--- config.mk ---
export PLATFORM = sky130hd
export DESIGN_NAME = sparse_accumulator_core
export DESIGN_NICKNAME = d
export VERILOG_FILES = /design/src/rtl/spa_pkg.sv /design/src/rtl/spa_sum_ram.sv /design/src/rtl/spa_idx_list.sv /design/src/rtl/sparse_accumulator_core.sv
export SDC_FILE = /design/constraint.sdc
export NUM_CORES = 2
export LEC_CHECK = 0
export ABC_AREA = 0
export BUFFER_PORTS_ARGS = -buffer_cell sky130_fd_sc_hd__buf_2
export CAP_MARGIN = 10
export CORE_MARGIN = 10
export CORE_UTILIZATION = 43
export DETAILED_ROUTE_END_ITERATION = 10
export PLACE_DENSITY = 0.6
export SLEW_MARGIN = 20
export SYNTH_ARGS = -nofsm -noshare
export SYNTH_HDL_FRONTEND = slang
export SYNTH_HIERARCHICAL = 1
export SYNTH_SLANG_ARGS = --single-unit
--- constraint.sdc ---
create_clock -name clk -period 9.9 [get_ports clk]
set_input_delay 0.495 -clock clk [delete_from_list [all_inputs] [get_ports clk]]
set_output_delay 0.495 -clock clk [all_outputs]
set_load 0.03 [all_outputs]
--- src/rtl/spa_pkg.sv ---
`timescale 1ns / 1ps

package spa_pkg;

  // fixed field widths
  localparam int POS_FW = 6;
  localparam int SUM_W  = 32;

  // default number of dense positions
  localparam int LENGTH_DEF = 64;

  // item action codes
  localparam logic ACT_SCATTER = 1'b0;
  localparam logic ACT_GATHER  = 1'b1;

  typedef struct packed {
    logic                    action;
    logic [POS_FW-1:0]       position;
    logic signed [SUM_W-1:0] addend;
  } spa_in_t;

  typedef struct packed {
    logic [POS_FW-1:0]       out_position;
    logic signed [SUM_W-1:0] out_sum;
    logic                    valid_res;
    logic                    last;
  } spa_out_t;

  // control from the sequencer to the index list
  typedef struct packed {
    logic              append;
    logic [POS_FW-1:0] app_pos;
    logic              clear;
    logic              rd_en;
    logic [POS_FW-1:0] rd_addr;
  } spa_list_ctl_t;

endpackage

--- src/rtl/spa_sum_ram.sv ---
`timescale 1ns / 1ps

module spa_sum_ram import spa_pkg::*; #(
  parameter int LENGTH = LENGTH_DEF
) (
  input  logic                        clk,
  input  logic                        rd_en,
  input  logic [$clog2(LENGTH)-1:0]   rd_addr,
  output logic signed [SUM_W-1:0]     rd_data,
  input  logic                        wr_en,
  input  logic [$clog2(LENGTH)-1:0]   wr_addr,
  input  logic signed [SUM_W-1:0]     wr_data
);

  logic signed [SUM_W-1:0] mem [LENGTH];

  // read returns the old value on a same-address write
  always_ff @(posedge clk) begin
    if (wr_en) begin
      mem[wr_addr] <= wr_data;
    end
    if (rd_en) begin
      rd_data <= mem[rd_addr];
    end
  end

endmodule

--- src/rtl/spa_idx_list.sv ---
`timescale 1ns / 1ps

module spa_idx_list import spa_pkg::*; #(
  parameter int LENGTH = LENGTH_DEF
) (
  input  logic                          clk,
  input  logic                          rst_n,
  input  spa_list_ctl_t                 ctl,
  output logic [POS_FW-1:0]             rd_data,
  output logic [$clog2(LENGTH+1)-1:0]   count
);

  localparam int POS_W = $clog2(LENGTH);
  localparam int CNT_W = $clog2(LENGTH + 1);

  logic [POS_FW-1:0] mem [LENGTH];
  logic [CNT_W-1:0]  count_r;
  logic [CNT_W-1:0]  count_nxt;
  logic              app_we;

  assign app_we = ctl.append && (count_r < CNT_W'(LENGTH));

  always_comb begin
    count_nxt = count_r;
    if (ctl.clear) begin
      count_nxt = '0;
    end else if (app_we) begin
      count_nxt = count_r + CNT_W'(1);
    end
  end

  always_ff @(posedge clk) begin
    if (!rst_n) begin
      count_r <= '0;
    end else begin
      count_r <= count_nxt;
    end
  end

  always_ff @(posedge clk) begin
    if (app_we) begin
      mem[count_r[POS_W-1:0]] <= ctl.app_pos;
    end
    if (ctl.rd_en) begin
      rd_data <= mem[ctl.rd_addr[POS_W-1:0]];
    end
  end

  assign count = count_r;

endmodule

--- src/rtl/sparse_accumulator_core.sv ---
`timescale 1ns / 1ps

// sparse accumulator: scatter adds into per-position sums, gather drains them
//
// input channel: an item is taken on a rising edge with start high and busy
// low. a scatter item (action 0) adds addend into the sum of position and
// appends the position to the index list on its first use; positions at or
// above LENGTH are dropped. scatters stream at one item per clock while busy
// is low; a read-modify-write of the sum memory follows in the next cycle
// and a same-position scatter on the next cycle is forwarded.
// a gather item (action 1) raises busy and walks the index list in insertion
// order through a three-stage pipe (index memory read, sum memory read,
// output register), one entry per clock. busy stays high until the last
// entry reaches the output register; an empty list gives one result with
// valid_res low and last set.
// result channel: out_strobe marks each result for exactly one cycle and the
// receiver cannot stall it; last marks the final result of a gather.
// reset: synchronous, active low; clears the occupied bits and the list
// count. sum and index memories need no clearing pass.

module sparse_accumulator_core import spa_pkg::*; #(
  parameter int LENGTH = LENGTH_DEF
) (
  input  logic     clk,
  input  logic     rst_n,
  input  logic     start,
  output logic     busy,
  input  spa_in_t  in_item,
  output logic     out_strobe,
  output spa_out_t out_item
);

  localparam int POS_W = $clog2(LENGTH);
  localparam int CNT_W = $clog2(LENGTH + 1);

  // sequencer states
  localparam logic ST_IDLE   = 1'b0;
  localparam logic ST_GATHER = 1'b1;

  logic state_r, state_nxt;

  // input decode
  logic accept, acc_sc, acc_ga;

  // occupied mark per position, cleared at reset
  logic [LENGTH-1:0] occ_r, occ_nxt;

  // scatter write stage
  logic                    wr_v_r;
  logic [POS_W-1:0]        wr_pos_r;
  logic signed [SUM_W-1:0] wr_add_r;
  logic                    fwd_v_r, fwd_v_nxt;
  logic signed [SUM_W-1:0] fwd_sum_r;
  logic                    wr_hit, wr_room, wr_we, wr_new;
  logic signed [SUM_W-1:0] wr_base, wr_sum;

  // gather pipe
  logic [CNT_W-1:0]  gk_r, gk_nxt;
  logic              s1_v_r, s1_last_r;
  logic              s2_v_r, s2_last_r;
  logic [POS_FW-1:0] s2_pos_r;
  logic              g_run, g_empty, g_iss, g_done;

  // memory connections
  spa_list_ctl_t           list_ctl;
  logic [POS_FW-1:0]       idx_rd;
  logic [CNT_W-1:0]        list_cnt;
  logic                    sum_rd_en;
  logic [POS_W-1:0]        sum_rd_addr;
  logic signed [SUM_W-1:0] sum_rd;

  // output register
  logic     out_strobe_r, out_strobe_nxt;
  spa_out_t out_item_r, out_item_nxt;

  assign busy   = (state_r == ST_GATHER);
  assign accept = start && !busy;
  assign acc_sc = accept && (in_item.action == ACT_SCATTER)
                  && (int'(in_item.position) < LENGTH);
  assign acc_ga = accept && (in_item.action == ACT_GATHER);

  // read-modify-write of the sum, forwarded sum covers back-to-back hits
  always_comb begin
    wr_hit  = occ_r[wr_pos_r];
    wr_room = (list_cnt < CNT_W'(LENGTH));
    wr_we   = wr_v_r && (wr_hit || wr_room);
    wr_new  = wr_v_r && !wr_hit && wr_room;
    wr_base = fwd_v_r ? fwd_sum_r : sum_rd;
    wr_sum  = wr_hit ? (wr_base + wr_add_r) : wr_add_r;
    fwd_v_nxt = acc_sc && wr_we && (in_item.position[POS_W-1:0] == wr_pos_r);
  end

  // gather control
  assign g_run   = (state_r == ST_GATHER);
  assign g_empty = g_run && (list_cnt == '0);
  assign g_iss   = g_run && (gk_r < list_cnt);
  assign g_done  = s2_v_r && s2_last_r;

  always_comb begin
    state_nxt = state_r;
    unique case (state_r)
      ST_IDLE: begin
        if (acc_ga) begin
          state_nxt = ST_GATHER;
        end
      end
      ST_GATHER: begin
        if (g_empty || g_done) begin
          state_nxt = ST_IDLE;
        end
      end
      default: state_nxt = ST_IDLE;
    endcase
  end

  always_comb begin
    gk_nxt = gk_r;
    if (acc_ga) begin
      gk_nxt = '0;
    end else if (g_iss) begin
      gk_nxt = gk_r + CNT_W'(1);
    end
  end

  // occupied bits: set by a first scatter, dropped as gather emits the entry
  always_comb begin
    occ_nxt = occ_r;
    if (wr_new) begin
      occ_nxt[wr_pos_r] = 1'b1;
    end
    if (s2_v_r) begin
      occ_nxt[s2_pos_r[POS_W-1:0]] = 1'b0;
    end
  end

  always_comb begin
    list_ctl.append  = wr_new;
    list_ctl.app_pos = POS_FW'(wr_pos_r);
    list_ctl.clear   = g_done;
    list_ctl.rd_en   = g_iss;
    list_ctl.rd_addr = POS_FW'(gk_r);
  end

  // sum memory read port shared by scatter lookup and gather drain
  assign sum_rd_en   = acc_sc || s1_v_r;
  assign sum_rd_addr = s1_v_r ? idx_rd[POS_W-1:0] : in_item.position[POS_W-1:0];

  always_comb begin
    out_strobe_nxt = s2_v_r || g_empty;
    if (s2_v_r) begin
      out_item_nxt.out_position = s2_pos_r;
      out_item_nxt.out_sum      = sum_rd;
      out_item_nxt.valid_res    = 1'b1;
      out_item_nxt.last         = s2_last_r;
    end else begin
      out_item_nxt.out_position = '0;
      out_item_nxt.out_sum      = '0;
      out_item_nxt.valid_res    = 1'b0;
      out_item_nxt.last         = 1'b1;
    end
  end

  // control registers
  always_ff @(posedge clk) begin
    if (!rst_n) begin
      state_r      <= ST_IDLE;
      gk_r         <= '0;
      occ_r        <= '0;
      wr_v_r       <= 1'b0;
      fwd_v_r      <= 1'b0;
      s1_v_r       <= 1'b0;
      s2_v_r       <= 1'b0;
      out_strobe_r <= 1'b0;
    end else begin
      state_r      <= state_nxt;
      gk_r         <= gk_nxt;
      occ_r        <= occ_nxt;
      wr_v_r       <= acc_sc;
      fwd_v_r      <= fwd_v_nxt;
      s1_v_r       <= g_iss;
      s2_v_r       <= s1_v_r;
      out_strobe_r <= out_strobe_nxt;
    end
  end

  // payload registers
  always_ff @(posedge clk) begin
    wr_pos_r   <= in_item.position[POS_W-1:0];
    wr_add_r   <= in_item.addend;
    fwd_sum_r  <= wr_sum;
    s1_last_r  <= (gk_r == (list_cnt - CNT_W'(1)));
    s2_last_r  <= s1_last_r;
    s2_pos_r   <= idx_rd;
    out_item_r <= out_item_nxt;
  end

  spa_idx_list #(
    .LENGTH (LENGTH)
  ) u_idx_list (
    .clk     (clk),
    .rst_n   (rst_n),
    .ctl     (list_ctl),
    .rd_data (idx_rd),
    .count   (list_cnt)
  );

  spa_sum_ram #(
    .LENGTH (LENGTH)
  ) u_sum_ram (
    .clk     (clk),
    .rd_en   (sum_rd_en),
    .rd_addr (sum_rd_addr),
    .rd_data (sum_rd),
    .wr_en   (wr_we),
    .wr_addr (wr_pos_r),
    .wr_data (wr_sum)
  );

  assign out_strobe = out_strobe_r;
  assign out_item   = out_item_r;

  // a gather never starts while a scatter write is still pending
  a_no_wr_in_gather: assert property (@(posedge clk) disable iff (!rst_n)
    g_run |-> !wr_v_r)
    else $error("scatter write overlaps gather");

  // the list never holds more entries than positions
  a_cnt_bound: assert property (@(posedge clk) disable iff (!rst_n)
    list_cnt <= CNT_W'(LENGTH))
    else $error("list count beyond length");

  // an entry being drained is still marked occupied
  a_drain_occ: assert property (@(posedge clk) disable iff (!rst_n)
    s2_v_r |-> occ_r[s2_pos_r[POS_W-1:0]])
    else $error("drained entry not occupied");

  // an empty result always closes its gather
  a_empty_last: assert property (@(posedge clk) disable iff (!rst_n)
    (out_strobe_r && !out_item_r.valid_res) |-> out_item_r.last)
    else $error("empty result without last");

endmodule
Word-level counts from Yosys, hierarchy flattened
Memories as Yosys holds them, arrays and structs flattened. A register that Yosys moved wholly into a read port is not among the register bits.
Index checks and enable logic that the tools add are counted.
- input port bits: 42
- word-level logic and storage cells: 81
- RAM bits: 2432
- bits in read-only memories: 0
- memories kept: 2
- latch bits: 0
- register bits: 202
- bitwise operators: 6
- $add $sub $neg: 4
- equality and inequality tests: 2
- div/mod/pow operators: 0
- order comparisons: 6
- reduce and logical (&&, ||, !) cells: 23
- multiplexer cells: 19
- shift-type cells: 0
- multiply operators: 0
- memory list (memory ; words ; width ; read ports ; clocked after Yosys merged registers in ; wr ports ; line ; text):
    u_sum_ram.mem ; 64 ; 32 ; 1 ; 1 ; 1 ; spa_sum_ram.sv:15 ; logic signed [SUM_W-1:0] mem [LENGTH];
    u_idx_list.mem ; 64 ; 6 ; 1 ; 1 ; 1 ; spa_idx_list.sv:16 ; logic [POS_FW-1:0] mem [LENGTH];
- operators by type and width (cell ; number):
    64-bit 2-to-1 mux ; 2
    64-bit bitwise AND ; 1
    32-bit 2-to-1 mux ; 2
    64-bit NOT ; 1
    64-bit bitwise OR ; 1
    32-bit adder ; 1
    7-bit by 1-bit adder with 7-bit output, second input constant ; 2
    1-bit logical AND ; 14
    6-bit by 7-bit less-than comparator with 1-bit output, second input constant ; 2
    1-bit demux with 6-bit select ; 2
    6-bit by 1-bit >= comparator with 1-bit output, second input constant ; 2
    1-bit 2-to-1 mux ; 9
    7-bit equality test ; 1
    7-bit logical NOT ; 1
    7-bit less-than comparator ; 1
    7-bit less-than comparator, second input constant ; 1
    7-bit by 1-bit subtractor with 7-bit output, second input constant ; 1
    1-bit binary-select mux with 6-bit select ; 1
    6-bit equality test ; 1
    6-bit 2-to-1 mux ; 1
    1-bit logical OR ; 4
    2-bit OR reduction ; 2
    1-bit NOT ; 3
    1-bit logical NOT ; 2
    other kinds (2) ; 2

Logic depth before layout (Yosys ltp)
- depth after elaboration: 8
- mapped depth: 18
- gate-level depth less buffers: 11

Cells and area by module
The synthesis kept the hierarchy.
- by module, submodules not included (module ; times used ; seq. area each (um^2) ; area each (um^2) ; cells each):
    spa_sum_ram ; 1 ; 62459.9 ; 78835.6 ; 3324
    spa_idx_list ; 1 ; 11851.4 ; 15542.4 ; 755
    sparse_accumulator_core ; 1 ; 3903.7 ; 9175.0 ; 1027

Least setup slack after synthesis
OpenSTA, ideal clock, no wires.
- path type: reg2reg
- from: register fwd_v_r
- to: memory u_sum_ram.mem[0][28] (data pin)
- data required time: 9.174 ns
- setup slack: 3.486 ns
- data arrival time: 5.688 ns
- path buffers: 2
- stages on the path, launching flop included: 13
- clock period less this slack: 6.414 ns
- library setup time: 0.726 ns
- cell sequence: dfxtp_1 > clkbuf_1 > buf_1 > mux2_2 > ha_1 > a21o_1 > a221oi_1 > o22a_1 > or3_1 > a21bo_2 > a31o_2 > and3_1 > o31ai_1
- cells in the longest elaborated chain, start to end: 3
- RTL lines (element ; line ; text):
    start: declaration ; sparse_accumulator_core.sv:52 ; logic fwd_v_r, fwd_v_nxt;
    start signal: assignment ; sparse_accumulator_core.sv:179 ; fwd_v_r <= fwd_v_nxt;
    32-bit 2-to-1 mux ; sparse_accumulator_core.sv:88 ; wr_base = fwd_v_r ? fwd_sum_r : sum_rd;
    32-bit adder ; sparse_accumulator_core.sv:89 ; wr_sum = wr_hit ? (wr_base + wr_add_r) : wr_add_r;
    32-bit 2-to-1 mux ; sparse_accumulator_core.sv:89 ;
    via wr_sum[28] ; sparse_accumulator_core.sv:55 ; logic signed [SUM_W-1:0] wr_base, wr_sum;
    end: declaration ; spa_sum_ram.sv:15 ;
The timed path passes the listed nets, and every way through them passes these cells.

Worst setup path in the final report
- from: register wr_pos_r[1]
- to: memory u_sum_ram.mem[22][18], enable pin
- cells in the longest elaborated chain, start to end: 6
- RTL lines (element ; line ; text):
    start: declaration ; sparse_accumulator_core.sv:50 ; logic [POS_W-1:0] wr_pos_r;
    start signal: assignment ; sparse_accumulator_core.sv:188 ; wr_pos_r <= in_item.position[POS_W-1:0];
    1-bit binary-select mux with 6-bit select ; sparse_accumulator_core.sv:84 ; wr_hit = occ_r[wr_pos_r];
    1-bit 2-to-1 mux (not written as such) ; sparse_accumulator_core.sv:84 ;
    1-bit logical OR ; sparse_accumulator_core.sv:86 ; wr_we = wr_v_r && (wr_hit || wr_room);
    1-bit logical AND ; sparse_accumulator_core.sv:86 ;
    via wr_we ; sparse_accumulator_core.sv:54 ; logic wr_hit, wr_room, wr_we, wr_new;
    1-bit 2-to-1 mux ; spa_sum_ram.sv:19 ; if (wr_en) begin
    1-bit 2-to-1 mux (not written as such) ; spa_sum_ram.sv:20 ; mem[wr_addr] <= wr_data;
The timed path passes the listed nets, and every way through them passes these cells. The select of a mux whose other input is x is not followed.

==> results_tabular.tex <==
\begin{tabular}{lr}
\hline
Metric & Value \\
\hline
\multicolumn{2}{l}{\textbf{Power and ir drop}} \\
Max IR drop VDD & 0.182 mV \\
LEAKAGE & 37.1 nW \\
PwrDens & 201 mW/mm\^{}2 \\
\multicolumn{2}{l}{\textbf{Die}} \\
Std-Cell Rows & 180 \\
Y dimension of the die & 511 um \\
I/O pins & 84 \\
Die Width & 511 um \\
Core area & 0.240 mm\^{}2 \\
Die Outline Area & 0.261 mm\^{}2 \\
Starting Density & 43.1\% \\
\multicolumn{2}{l}{\textbf{Placed design}} \\
Estimated wirelength of the detail-placed design & 157000 um \\
Port bufs & 83 \\
Placed Area & 0.109 mm\^{}2 \\
Final weighted congestion in routability-driven placement & 0.852 \\
\multicolumn{2}{l}{\textbf{Final layout}} \\
Leading cell type in the layout, fill and taps excluded & edfxtp\_1 \\
Commonest cells after routing, fill and taps aside & 2470 x edfxtp\_1, 639 x mux4\_2, 292 x clkbuf\_16 \\
Nets & 5482 \\
Area grow syn2layout & 14.2\% \\
Cell area after layout & 0.118 mm\^{}2 \\
Layout cell share with drive strength beyond 1 & 25.9\% \\
\multicolumn{2}{l}{\textbf{Timing}} \\
Slew at the pin closest to its max-slew limit & 1.17 ns \\
Slew Limit Headroom & 22.1\% \\
Setup Viol. Count Final & 0 \\
Tcrit/Tclk final & 57.3\% \\
Layout Skew & 0.0859 ns \\
F\_max & 176 MHz \\
TNS Setup & 0 ns \\
Final critical delay including setup and external delays & 5.68 ns \\
Smallest hold slack & 0.0860 ns \\
Setup repair after global routing missed its margin & false \\
Max-slew violation total from the final report & 0 \\
Total count of hold-check failures in the final report & 0 \\
\multicolumn{2}{l}{\textbf{Global routing}} \\
Grt total ovfl & 0 \\
GRT Util Overall & 20.1\% \\
Pin count of the biggest net entering global routing & 118 \\
Via count of the first global-routing pass & 51900 \\
First-pass GRT wire length & 384000 um \\
Number of antenna violations at the first check in global routing & 20 \\
\multicolumn{2}{l}{\textbf{Clock network}} \\
Clk buf depth & 4 \\
Sinks on the clock net & 2672 \\
Number of buffers created by CTS & 286 \\
Count of hold buffers inserted by post-cts repair & 40 \\
Total number of H-tree levels & 5 \\
Clock latency of the later-clocked register in the worst-skew pair & 0.93 ns \\
TritonCTS clock tree & yes \\
Post-CTS clock slew at the launch and capture registers of the worst setup and hold paths & 0.06 ns \\
Number of cells upsized or downsized after cts & 0 \\
Post-CTS Setup Inserts & 0 \\
Library cell used as clock root buffer & clkbuf\_16 \\
\multicolumn{2}{l}{\textbf{Setup path}} \\
Kind of end point of the critical path & flop \\
Data required time of the worst path & 10.52 ns \\
Type of the setup path with the least slack & flop to flop \\
Critical-path maximum fanout & 66 \\
Launching element type of the critical path & flop \\
Arrival time at the worst endpoint & 6.30 ns \\
\multicolumn{2}{l}{\textbf{Drt}} \\
Vias per std cell & 5.96 \\
Drt drc & 0 \\
Final wirelength & 269000 um \\
Total via count after detailed routing & 52400 \\
Antenna Nets Post-Route & 0 \\
Violation count after the first detailed-route iteration & 6646 \\
TritonRoute pass-1 iters & 5 \\
WL per Instance & 30.6 um \\
\multicolumn{2}{l}{\textbf{Synthesis}} \\
Sequential area share after synthesis & 75.5\% \\
Post-Synthesis Cell Area & 0.104 mm\^{}2 \\
Top FF cell, synth & edfxtp\_1 \\
Distinct cell type count after synthesis & 79 \\
Post-synth EDFFs & 2470 \\
Post-synthesis cell count & 5106 \\
Number of flip-flops and latches in the synthesized netlist & 2672 \\
Average size of a mapped cell & 20.3 um\^{}2 \\
Net Count, Synth & 5190 \\
Share of synthesized registers carrying an async set or reset & 0\% \\
Number of synthesis warnings & 6 \\
\multicolumn{2}{l}{\textbf{Job}} \\
Max Cap Viol & 0 \\
\multicolumn{2}{l}{\textbf{Worst hold path}} \\
Worst min path class & primary input to flop \\
\multicolumn{2}{l}{\textbf{Status}} \\
Outcome & complete, no violations \\
\hline
\end{tabular}
-- power breakdown --
part / internal, mW / switching, mW / total [mW]
Combinational: 0.423 / 0.873 / 1.30
Clock: 5.88 / 4.20 / 10.1
Sequential: 12.4 / 0.0509 / 12.5
Total: 18.7 / 5.12 / 23.8
-- cells in the mapped netlist, types with 30 or more instances --
master    instances  area, um^2
o221ai_1         31         272
nor2_1          312        1170
o22ai_1         103         644
and2_1           51         319
a21oi_1         178         891
inv_1            30         113
nand3_1          36         180
buf_4            34         255
mux2_2           59         664
o21ai_0         115         576
ha_1             41         513
buf_1            30         113
edfxtp_1       2470       74200
buf_2            79         395
clkbuf_1        122         458
nand2_1         105         394
dfxtp_1         202        4040
mux4_2          639       14400
mux2i_1         112        1120
-- final timing paths --
path	to	startpoint	depth (start not counted)	slack, ns
worst min register to register	s2_last_r$_DFF_P_	s1_last_r$_DFF_P_	0	0.34
worst max register to register	u_sum_ram/mem[22][18]$_DFFE_PP_	wr_pos_r[1]$_DFF_P_	12	4.22
worst max-delay path	u_sum_ram/mem[22][18]$_DFFE_PP_	wr_pos_r[1]$_DFF_P_	12	4.22
worst min-delay path	gk_r[1]$_SDFFE_PP0P_	start	4	0.09
-- per-layer routing --
layer | global-route usage, % | vias up | routed length (um)
li1 | - | 21700 | -
met1 | 28.8 | 27900 | 112000
met2 | 30.7 | 2487 | 124000
met3 | 5.03 | 371 | 26600
met4 | 5.58 | 2 | 7530
met5 | 0 | - | 12
-- metrics by stage --
stage                     total power, mW  worst slack (ns)  instances  utilization, %
after floorplan                      13.4              3.49       5106               -
after global placement               14.0              4.02       8232            45.2
after detailed placement             14.0              4.16       8240            45.3
after CTS                            24.0              4.15       8765            49.1
after global routing                 24.5              3.79       8782            49.3
final                                23.8              4.22       8792            49.3
-- logic make-up (layout without fill, tap and decap cells) --
group	count (synthesis)	after routing	share of synthesized area (%)
adders and majority gates	42	42	0.515
DFF	2672	2672	75.5
buffers and inverters	307	796	1.42
muxes	817	817	15.8
AOI/OAI and AO/OA	556	556	3.30
and+or+nand+nor	672	672	3.09
other	0	12	0
xor gates and xnor gates	40	40	0.338
-- worst max-delay path, stage by stage (launching register included) --
cell	delay, ns
dfxtp_4	0.69
buf_4	0.70
mux2i_1	0.17
o21ai_0	0.19
o21ai_0	0.10
a2111oi_0	0.86
nor4_4	0.12
a21oi_1	0.62
nor2b_1	0.35
nand3_1	0.14
buf_4	0.31
nor2_4	0.73
buf_4	0.35
-- registers in the layout (all words and copies together) (netlist names), 7 cells and up --
signal and flops:
occ_r 64, u_idx_list/mem 384, u_sum_ram/mem 2048, wr_add_r 32
fwd_sum_r 32, u_sum_ram/rd_data 32, out_item 40, gk_r 7
u_idx_list/count 7
-- layout make-up --
cell class	instances	area, um^2
Fill cell	19300	122000
Sequential cell	2672	78200
Multi-Input combinational cell	2127	24800
Clock buffer	353	7580
Tap cell	3185	3990
Timing Repair Buffer	280	2450
Clock inverter	132	1120
Inverter	31	116
Antenna cell	12	30.0
(Power assumes the default switching activity.)
